[src/rtl/dafmt_pkg.sv]
`default_nettype none
// ----------------------------------------------------------------------------
// dafmt_pkg
// Shared widths, character codes and digit types of the decimal formatter.
// ----------------------------------------------------------------------------
package dafmt_pkg;

  localparam int ValueW   = 16;
  localparam int CharW    = 8;
  localparam int DigitW   = 4;
  localparam int NumLead  = 4;
  localparam int NumChars = NumLead + 1;
  localparam int CntW     = $clog2(NumChars + 1);
  localparam int LeadIdxW = $clog2(NumLead);

  localparam logic [CharW-1:0] AsciiZero      = 8'd48;
  localparam logic [CharW-1:0] CarriageReturn = 8'h0D;

  typedef logic [DigitW-1:0] digit_t;
  typedef digit_t [NumLead-1:0] lead_t;
  typedef logic [CharW-1:0] char_t;

endpackage
`default_nettype wire

[src/rtl/decimal_ascii_formatter.sv]
`default_nettype none
// ----------------------------------------------------------------------------
// decimal_ascii_formatter
// 16-bit unsigned value to decimal ASCII text, leading zeros dropped.
// ----------------------------------------------------------------------------
// path: the first character is offered once the value has passed the four
//   digit stage registers and has been loaded into the serializer
// throughput: 2 to 5 characters per value; the output shifter emits one
//   character per cycle while character_stall is low and sets the rate
// four digit stages can hold further values while the shifter drains
// reset: synchronous, clears all stage valid bits and the character count
// ----------------------------------------------------------------------------
module decimal_ascii_formatter (
  input  wire                         clk,
  input  wire                         rst,
  input  wire [dafmt_pkg::ValueW-1:0] value,
  input  wire                         value_valid,
  output logic                        value_stall,
  output logic [dafmt_pkg::CharW-1:0] character,
  output logic                        last_char,
  output logic                        character_valid,
  input  wire                         character_stall
);

  localparam int NumStages = dafmt_pkg::NumLead;
  localparam int Weights [NumStages] = '{10000, 1000, 100, 10};

  logic                         vld   [NumStages+1];
  logic                         stall [NumStages+1];
  logic [dafmt_pkg::ValueW-1:0] rem   [NumStages+1];
  dafmt_pkg::lead_t             lead  [NumStages+1];

  assign vld[0]      = value_valid;
  assign value_stall = stall[0];
  assign rem[0]      = value;
  assign lead[0]     = '0;

  for (genvar s = 0; s < NumStages; s++) begin : g_stage
    dafmt_stage #(
      .Weight (Weights[s]),
      .Slot   (s)
    ) u_stage (
      .clk       (clk),
      .rst       (rst),
      .src_valid (vld[s]),
      .src_stall (stall[s]),
      .src_rem   (rem[s]),
      .src_lead  (lead[s]),
      .dst_valid (vld[s+1]),
      .dst_stall (stall[s+1]),
      .dst_rem   (rem[s+1]),
      .dst_lead  (lead[s+1])
    );
  end

  dafmt_ser u_ser (
    .clk             (clk),
    .rst             (rst),
    .src_valid       (vld[NumStages]),
    .src_stall       (stall[NumStages]),
    .src_lead        (lead[NumStages]),
    .src_units       (rem[NumStages][dafmt_pkg::DigitW-1:0]),
    .character       (character),
    .last_char       (last_char),
    .character_valid (character_valid),
    .character_stall (character_stall)
  );

  a_char_code: assert property (@(posedge clk) disable iff (rst)
    character_valid |-> ((character >= dafmt_pkg::AsciiZero &&
                          character <= dafmt_pkg::AsciiZero + 8'd9) ||
                         character == dafmt_pkg::CarriageReturn))
    else $error("character out of range");

  a_cr_last: assert property (@(posedge clk) disable iff (rst)
    (character_valid && character == dafmt_pkg::CarriageReturn) |-> last_char)
    else $error("carriage return not flagged last");

  a_units_rem: assert property (@(posedge clk) disable iff (rst)
    vld[NumStages] |-> (rem[NumStages] < dafmt_pkg::ValueW'(10)))
    else $error("units remainder too large");

  a_reset_empty: assert property (@(posedge clk)
    $past(rst) |-> !character_valid)
    else $error("output valid right after reset");

endmodule
`default_nettype wire

[src/rtl/dafmt_stage.sv]
`default_nettype none
// ----------------------------------------------------------------------------
// dafmt_stage
// One pipeline stage: splits off the decimal digit of one weight and passes
// the remainder on.
// ----------------------------------------------------------------------------
module dafmt_stage #(
  parameter int Weight = 10000,
  parameter int Slot   = 0
) (
  input  wire                          clk,
  input  wire                          rst,
  input  wire                          src_valid,
  output logic                         src_stall,
  input  wire [dafmt_pkg::ValueW-1:0]  src_rem,
  input  wire dafmt_pkg::lead_t        src_lead,
  output logic                         dst_valid,
  input  wire                          dst_stall,
  output logic [dafmt_pkg::ValueW-1:0] dst_rem,
  output dafmt_pkg::lead_t             dst_lead
);

  logic                         advance;
  dafmt_pkg::digit_t            digit;
  logic [dafmt_pkg::ValueW:0]   sub;
  logic [dafmt_pkg::ValueW-1:0] rem_next;
  dafmt_pkg::lead_t             lead_next;

  assign advance   = !dst_valid || !dst_stall;
  assign src_stall = !advance;

  // parallel compares against the multiples of the weight
  always_comb begin
    digit = '0;
    sub   = '0;
    for (int k = 1; k <= 9; k++) begin
      if ({1'b0, src_rem} >= (dafmt_pkg::ValueW+1)'(k * Weight)) begin
        digit = dafmt_pkg::DigitW'(k);
        sub   = (dafmt_pkg::ValueW+1)'(k * Weight);
      end
    end
    rem_next  = src_rem - sub[dafmt_pkg::ValueW-1:0];
    lead_next = src_lead;
    lead_next[dafmt_pkg::LeadIdxW'(Slot)] = digit;
  end

  always_ff @(posedge clk) begin
    if (rst) begin
      dst_valid <= 1'b0;
    end else if (advance) begin
      dst_valid <= src_valid;
    end
  end

  always_ff @(posedge clk) begin
    if (advance) begin
      dst_rem  <= rem_next;
      dst_lead <= lead_next;
    end
  end

endmodule
`default_nettype wire

[src/rtl/dafmt_ser.sv]
`default_nettype none
// ----------------------------------------------------------------------------
// dafmt_ser
// Character serializer: drops leading zeros, converts digits to ASCII and
// shifts out one character per transfer.
// ----------------------------------------------------------------------------
module dafmt_ser (
  input  wire                         clk,
  input  wire                         rst,
  input  wire                         src_valid,
  output logic                        src_stall,
  input  wire dafmt_pkg::lead_t       src_lead,
  input  wire dafmt_pkg::digit_t      src_units,
  output dafmt_pkg::char_t            character,
  output logic                        last_char,
  output logic                        character_valid,
  input  wire                         character_stall
);

  localparam int IdxW = $clog2(2 * dafmt_pkg::NumChars);

  dafmt_pkg::char_t            chars [dafmt_pkg::NumChars];
  logic [dafmt_pkg::CntW-1:0]  cnt;
  logic                        can_load;
  logic                        load;
  logic                        shift;
  dafmt_pkg::digit_t           digs [dafmt_pkg::NumChars];
  logic [IdxW-1:0]             first;
  logic [IdxW-1:0]             idx;
  dafmt_pkg::char_t            chars_next [dafmt_pkg::NumChars];
  logic [dafmt_pkg::CntW-1:0]  cnt_next;

  assign character_valid = (cnt != '0);
  assign character       = chars[0];
  assign last_char       = (cnt == dafmt_pkg::CntW'(1));

  assign shift     = character_valid && !character_stall;
  assign can_load  = (cnt == '0) || ((cnt == dafmt_pkg::CntW'(1)) && !character_stall);
  assign load      = src_valid && can_load;
  assign src_stall = !can_load;

  always_comb begin
    for (int i = 0; i < dafmt_pkg::NumLead; i++) begin
      digs[i] = src_lead[i];
    end
    digs[dafmt_pkg::NumLead] = src_units;

    first = IdxW'(dafmt_pkg::NumLead);
    for (int i = dafmt_pkg::NumLead - 1; i >= 0; i--) begin
      if (digs[i] != '0) begin
        first = IdxW'(i);
      end
    end

    for (int j = 0; j < dafmt_pkg::NumChars; j++) begin
      idx = first + IdxW'(j);
      chars_next[j] = '0;
      if (idx < IdxW'(dafmt_pkg::NumChars)) begin
        chars_next[j] = dafmt_pkg::AsciiZero
                      + dafmt_pkg::CharW'(digs[idx[$clog2(dafmt_pkg::NumChars)-1:0]]);
      end
    end
    idx = '0;

    if (first == IdxW'(dafmt_pkg::NumLead)) begin
      // single digit gets a carriage return behind it
      chars_next[1] = dafmt_pkg::CarriageReturn;
      cnt_next      = dafmt_pkg::CntW'(2);
    end else begin
      cnt_next = dafmt_pkg::CntW'(IdxW'(dafmt_pkg::NumChars) - first);
    end
  end

  always_ff @(posedge clk) begin
    if (rst) begin
      cnt <= '0;
    end else if (load) begin
      cnt <= cnt_next;
    end else if (shift) begin
      cnt <= cnt - dafmt_pkg::CntW'(1);
    end
  end

  always_ff @(posedge clk) begin
    if (load) begin
      chars <= chars_next;
    end else if (shift) begin
      for (int j = 0; j < dafmt_pkg::NumChars - 1; j++) begin
        chars[j] <= chars[j+1];
      end
    end
  end

endmodule
`default_nettype wire
[config.mk]
export PLATFORM = sky130hd
export DESIGN_NAME = decimal_ascii_formatter
export DESIGN_NICKNAME = d
export VERILOG_FILES = /design/src/rtl/dafmt_pkg.sv /design/src/rtl/decimal_ascii_formatter.sv /design/src/rtl/dafmt_stage.sv /design/src/rtl/dafmt_ser.sv
export SDC_FILE = /design/constraint.sdc
export NUM_CORES = 1
export LEC_CHECK = 0
export BUFFER_PORTS_ARGS = -buffer_cell sky130_fd_sc_hd__buf_2
export CAP_MARGIN = 20
export CELL_PAD_IN_SITES_DETAIL_PLACEMENT = 0
export CELL_PAD_IN_SITES_GLOBAL_PLACEMENT = 2
export CORE_MARGIN = 2
export CORE_UTILIZATION = 47
export DETAILED_ROUTE_END_ITERATION = 8
export GPL_TIMING_DRIVEN = 0
export PLACE_DENSITY_LB_ADDON = 0.1
export SKIP_CTS_REPAIR_TIMING = 1
export SLEW_MARGIN = 40
export SYNTH_ARGS = -nofsm -noshare
export SYNTH_HDL_FRONTEND = slang
export SYNTH_HIERARCHICAL = 1
export SYNTH_SLANG_ARGS = --single-unit
export TNS_END_PERCENT = 30
[constraint.sdc]
create_clock -name clk -period 13.8 [get_ports clk]
set_clock_uncertainty 0.2 [all_clocks]
set_input_delay 2.76 -clock clk [delete_from_list [all_inputs] [get_ports clk]]
set_output_delay 2.76 -clock clk [all_outputs]
set_load 0.03 [all_outputs]
# == Yosys cells after proc, flatten, opt, wreduce, memory -nomap -nowiden ==
# Index checks and enable logic that the tools add are counted.
# classes
muxes,79
addsub,15
order_cmp,46
eq_ne,2
bitwise_logic,5
reduce_logical,21
# op_table
operator,n
$mux 16,6
$ge 16x10->1 const B,5
$mux 4,19
$ge 16x13->1 const B,4
$ge 16x7->1 const B,4
$mux 32,2
$bmux 4 s3,5
$mux 13,4
$ge 16x17->1 const B,3
$mux 10,5
$ge 16x16->1 const B,3
$ge 16x6->1 const B,3
$ge 16x9->1 const B,3
$mux 8,6
$mux 3,13
$add 6x4->7 const A,5
$ge 16x12->1 const B,2
$ge 16x14->1 const B,2
$ge 16x15->1 const B,2
$ge 16x5->1 const B,2
$mux 15,2
$mux 14,2
$mux 9,3
$mux 12,2
other kinds (30),61
# word_totals
out_inout_bits,11
elab_cells,191
input_bits,20
ff_bits,127

# == Logic depth before layout (Yosys ltp) ==
# depth
word_depth,12
ltp_mapped,15
ltp_nobuf,14

# == Cells and area by module ==
# The synthesis kept the hierarchy.
# modules_own_cells
module,area_per_inst_um2,cells_each,instances,seq_area_each_um2
dafmt_ser,2011.9,205,1,810.8
dafmt_stage at g_stage[1].u_stage,1879.3,164,1,980.9
dafmt_stage at g_stage[2].u_stage,1752.9,150,1,980.9
dafmt_stage at g_stage[0].u_stage,1704.1,147,1,950.9
dafmt_stage at g_stage[3].u_stage,1629.1,132,1,980.9
decimal_ascii_formatter,3.8,1,1,0.0

# == Worst setup path before layout ==
# No wires, ideal clock.
# synth_path
path_kind,in2out
start,input character_stall
end,output value_stall
arrival_ns,6.646
path_buffers,0
required_ns,10.840
path_stages,10
path_slack_ns,4.194
path_cell_list,inv_1 a21boi_0 nand2_1 inv_1 nand2_1 inv_1 nand2_1 inv_1 nand2_1 inv_1
# synth_via
elab_chain_cells,8
# synth_rtl
item,line,source
"start, declared",decimal_ascii_formatter.sv:22,input wire character_stall
$logic_not 1->1,dafmt_ser.sv:38,assign can_load = (cnt == '0) || ((cnt == dafmt_pkg::CntW'(1)) && !character_stall);
$logic_and 1x1->1,dafmt_ser.sv:38,
$logic_or 1x1->1,dafmt_ser.sv:38,
$logic_or 1x1->1 (4 in a row),dafmt_stage.sv:29,assign advance = !dst_valid || !dst_stall;
$logic_not 1->1,dafmt_stage.sv:30,assign src_stall = !advance;
"end, declared",decimal_ascii_formatter.sv:18,"output logic value_stall,"
# No other way between the ends.

# == Final worst setup path ==
# Ends and elaborated chain as after synthesis.

==> results.toml <==
[outcome]
outcome = "completed"

[sta]
max_slew.worst_pin.slew_ns = 0.773
min_period_ns = 8.97
holdWs_ns = 0.219
finalHoldViolCount = 0
relSlewSlack_pct = 48.1
drv_slew = 0
fmax_mhz = 112
finalSetupTns_ns = 0
setup_viol = 0
period_share_pct = 65.0
rsz0062_at_grt = "false"

[grt]
grt_max_degree = 34
grt_pass1_wl_mm = 28.2
grt_util_met1_pct = 25.7
grt.busiest_layer = "met2"
gr-total-overflow = 0
grtUsageMet2_pct = 32.5
met3_usage_pct = 4.30
grt_usage_pct = 19.6
antenna_found_initial = 0
grt_pass1_vias = 5683

[finish]
layout_commonest_cell = "edfxtp_1"
synthToLayoutAreaGrowth_pct = 13.0
antenna_cells = 0
mostFrequentLayoutCells = "136 x edfxtp_1, 57 x nor2_1, 47 x nand2_1"
drive_gt1_share_pct = 14.2
fin_area_um2 = 9230
fillers = 1496
final_net_count = 849

[setup_path]
critPathLaunchType = "input port"
path_cells = "buf_2 -> inv_1 -> a21boi_0 -> nand2_2 -> inv_1 -> nand2_2 -> inv_1 -> nand2_2 -> inv_1 -> nand2_2 -> inv_1 -> buf_2"
critPathMostFrequentCell = "inv_1"
cp_slowest_stage_delay_ns = 0.61
path_max_fanout = 33
path_class = "in2out"
crit_arrival_ns = 6.01
crit_slowest_cell = "nand2_2"
reg2reg_from = "u_ser/cnt[0]$_SDFFE_PP0P_"
crit_path_end_kind = "primary output"
rr_endpoint = "g_stage[0].u_stage/dst_valid$_SDFFE_PP0N_"
r2r_cells = 13
crit_required_ns = 10.84
rrSetupSlack_ns = 9.58

[cts]
cts_sinks = 143
cts_tree = "yes"
worstSkewPairLatency_ns = 0.43
clock-root-buffer = "clkbuf_16"
h-tree-depth = 4
clk_path_buf_depth = 2
numCtsBuffers = 17
clk_pin_slew_ns = 0.07

[placed_design]
portBuffers = 27
hpwlAfterDp_mm = 13.2
place_congestion = 0.912
dpl_cell_area_um2 = 8620

[logic_synthesis]
ys_warn_count = 6
synth_cells = 731
syn_area_um2 = 8170
syn_area_per_cell_um2 = 11.2

[power_and_ir_drop]
total_leakage_power_nw = 3.56
ir_drop_v = 0.0000969
cellPowerDensity_nw_per_um2 = 185

[floorplanning]
die_area_um2 = 18400
die_w_um = 136
start_util_pct = 47.7
die_h_um = 136
io_pins = 31
rows = 48
core-area_um2 = 17100

[drt]
drtIter0Drc = 431
route.detailed.drc = 0
antenna_left = 0
via_per_inst = 5.83
routed-via-count = 5959
wl_per_cell_um = 16.9
wirelength_mm = 17.3
dr.pass1.iters = 5

[worst_hold_path]
min_path_cells = 0
hp-start = "g_stage[2].u_stage/dst_lead[3]$_DFFE_PN_"
holdPathEnd = "g_stage[3].u_stage/dst_lead[3]$_DFFE_PN_"
hp-class = "reg2reg"

[run]
max_cap_violations = 0
==> cell type report <==
class / instances / area, um2 / area share [%]
well taps: 225 / 282 / 3.05
inverters: 45 / 169 / 1.83
repair buffers: 27 / 135 / 1.46
clock inverters: 15 / 183 / 1.98
multi-input cells: 530 / 3680 / 39.9
plain buffers: 21 / 130 / 1.41
flip-flops and latches: 143 / 4220 / 45.8
clock buffers: 17 / 425 / 4.61
==> state kept, by name (all words and copies together) (netlist names) <==
register	flops
g_stage.u_stage/dst_lead	59
g_stage.u_stage/dst_rem	52
u_ser/chars	20
u_ser/character	5
g_stage.u_stage/dst_valid	4
u_ser/cnt	3
==> critical path, delay by kind of cell <==
family                 cells  cell delay [ns]
AO/OA/AOI/OAI              1             0.10
AND/OR/NAND/NOR            4             2.17
buffers and inverters      7             0.95
==> metrics by stage <==
step	util, %	power [mW]	worst slack (ns)	cells
after global routing	53.9	1.82	4.45	1023
final	53.9	1.71	4.83	1023
after global placement	50.3	1.24	3.44	991
after floorplan	-	1.12	4.57	739
after CTS	53.9	1.72	4.43	1023
after detailed placement	50.4	1.26	4.44	991
==> layer usage <==
| metal | share of wire [%] | wire length, um |
|---|---|---|
| met5 | 0 | 0 |
| met4 | 1.6 | 274 |
| met3 | 5.1 | 877 |
| met2 | 48 | 8240 |
| met1 | 46 | 7890 |
==> power breakdown <==
group / internal, mW / switching (mW) / total [mW]
combinational: 0.229 / 0.310 / 0.539
clock: 0.246 / 0.209 / 0.455
sequential: 0.623 / 0.0943 / 0.718
==> worst max path at each step <==
| stage | from | endpoint | slack, ns | cells past startpoint |
|---|---|---|---|---|
| CTS | character_stall | value_stall | 4.43 | 12 |
| global route | character_stall | value_stall | 4.45 | 12 |
| detailed placement | character_stall | value_stall | 4.44 | 12 |
| floorplan | character_stall | value_stall | 4.57 | 10 |
| global placement | character_stall | value_stall | 3.44 | 12 |
| finish | character_stall | value_stall | 4.83 | 12 |
Note: power is estimated with default switching activity, not from simulation.
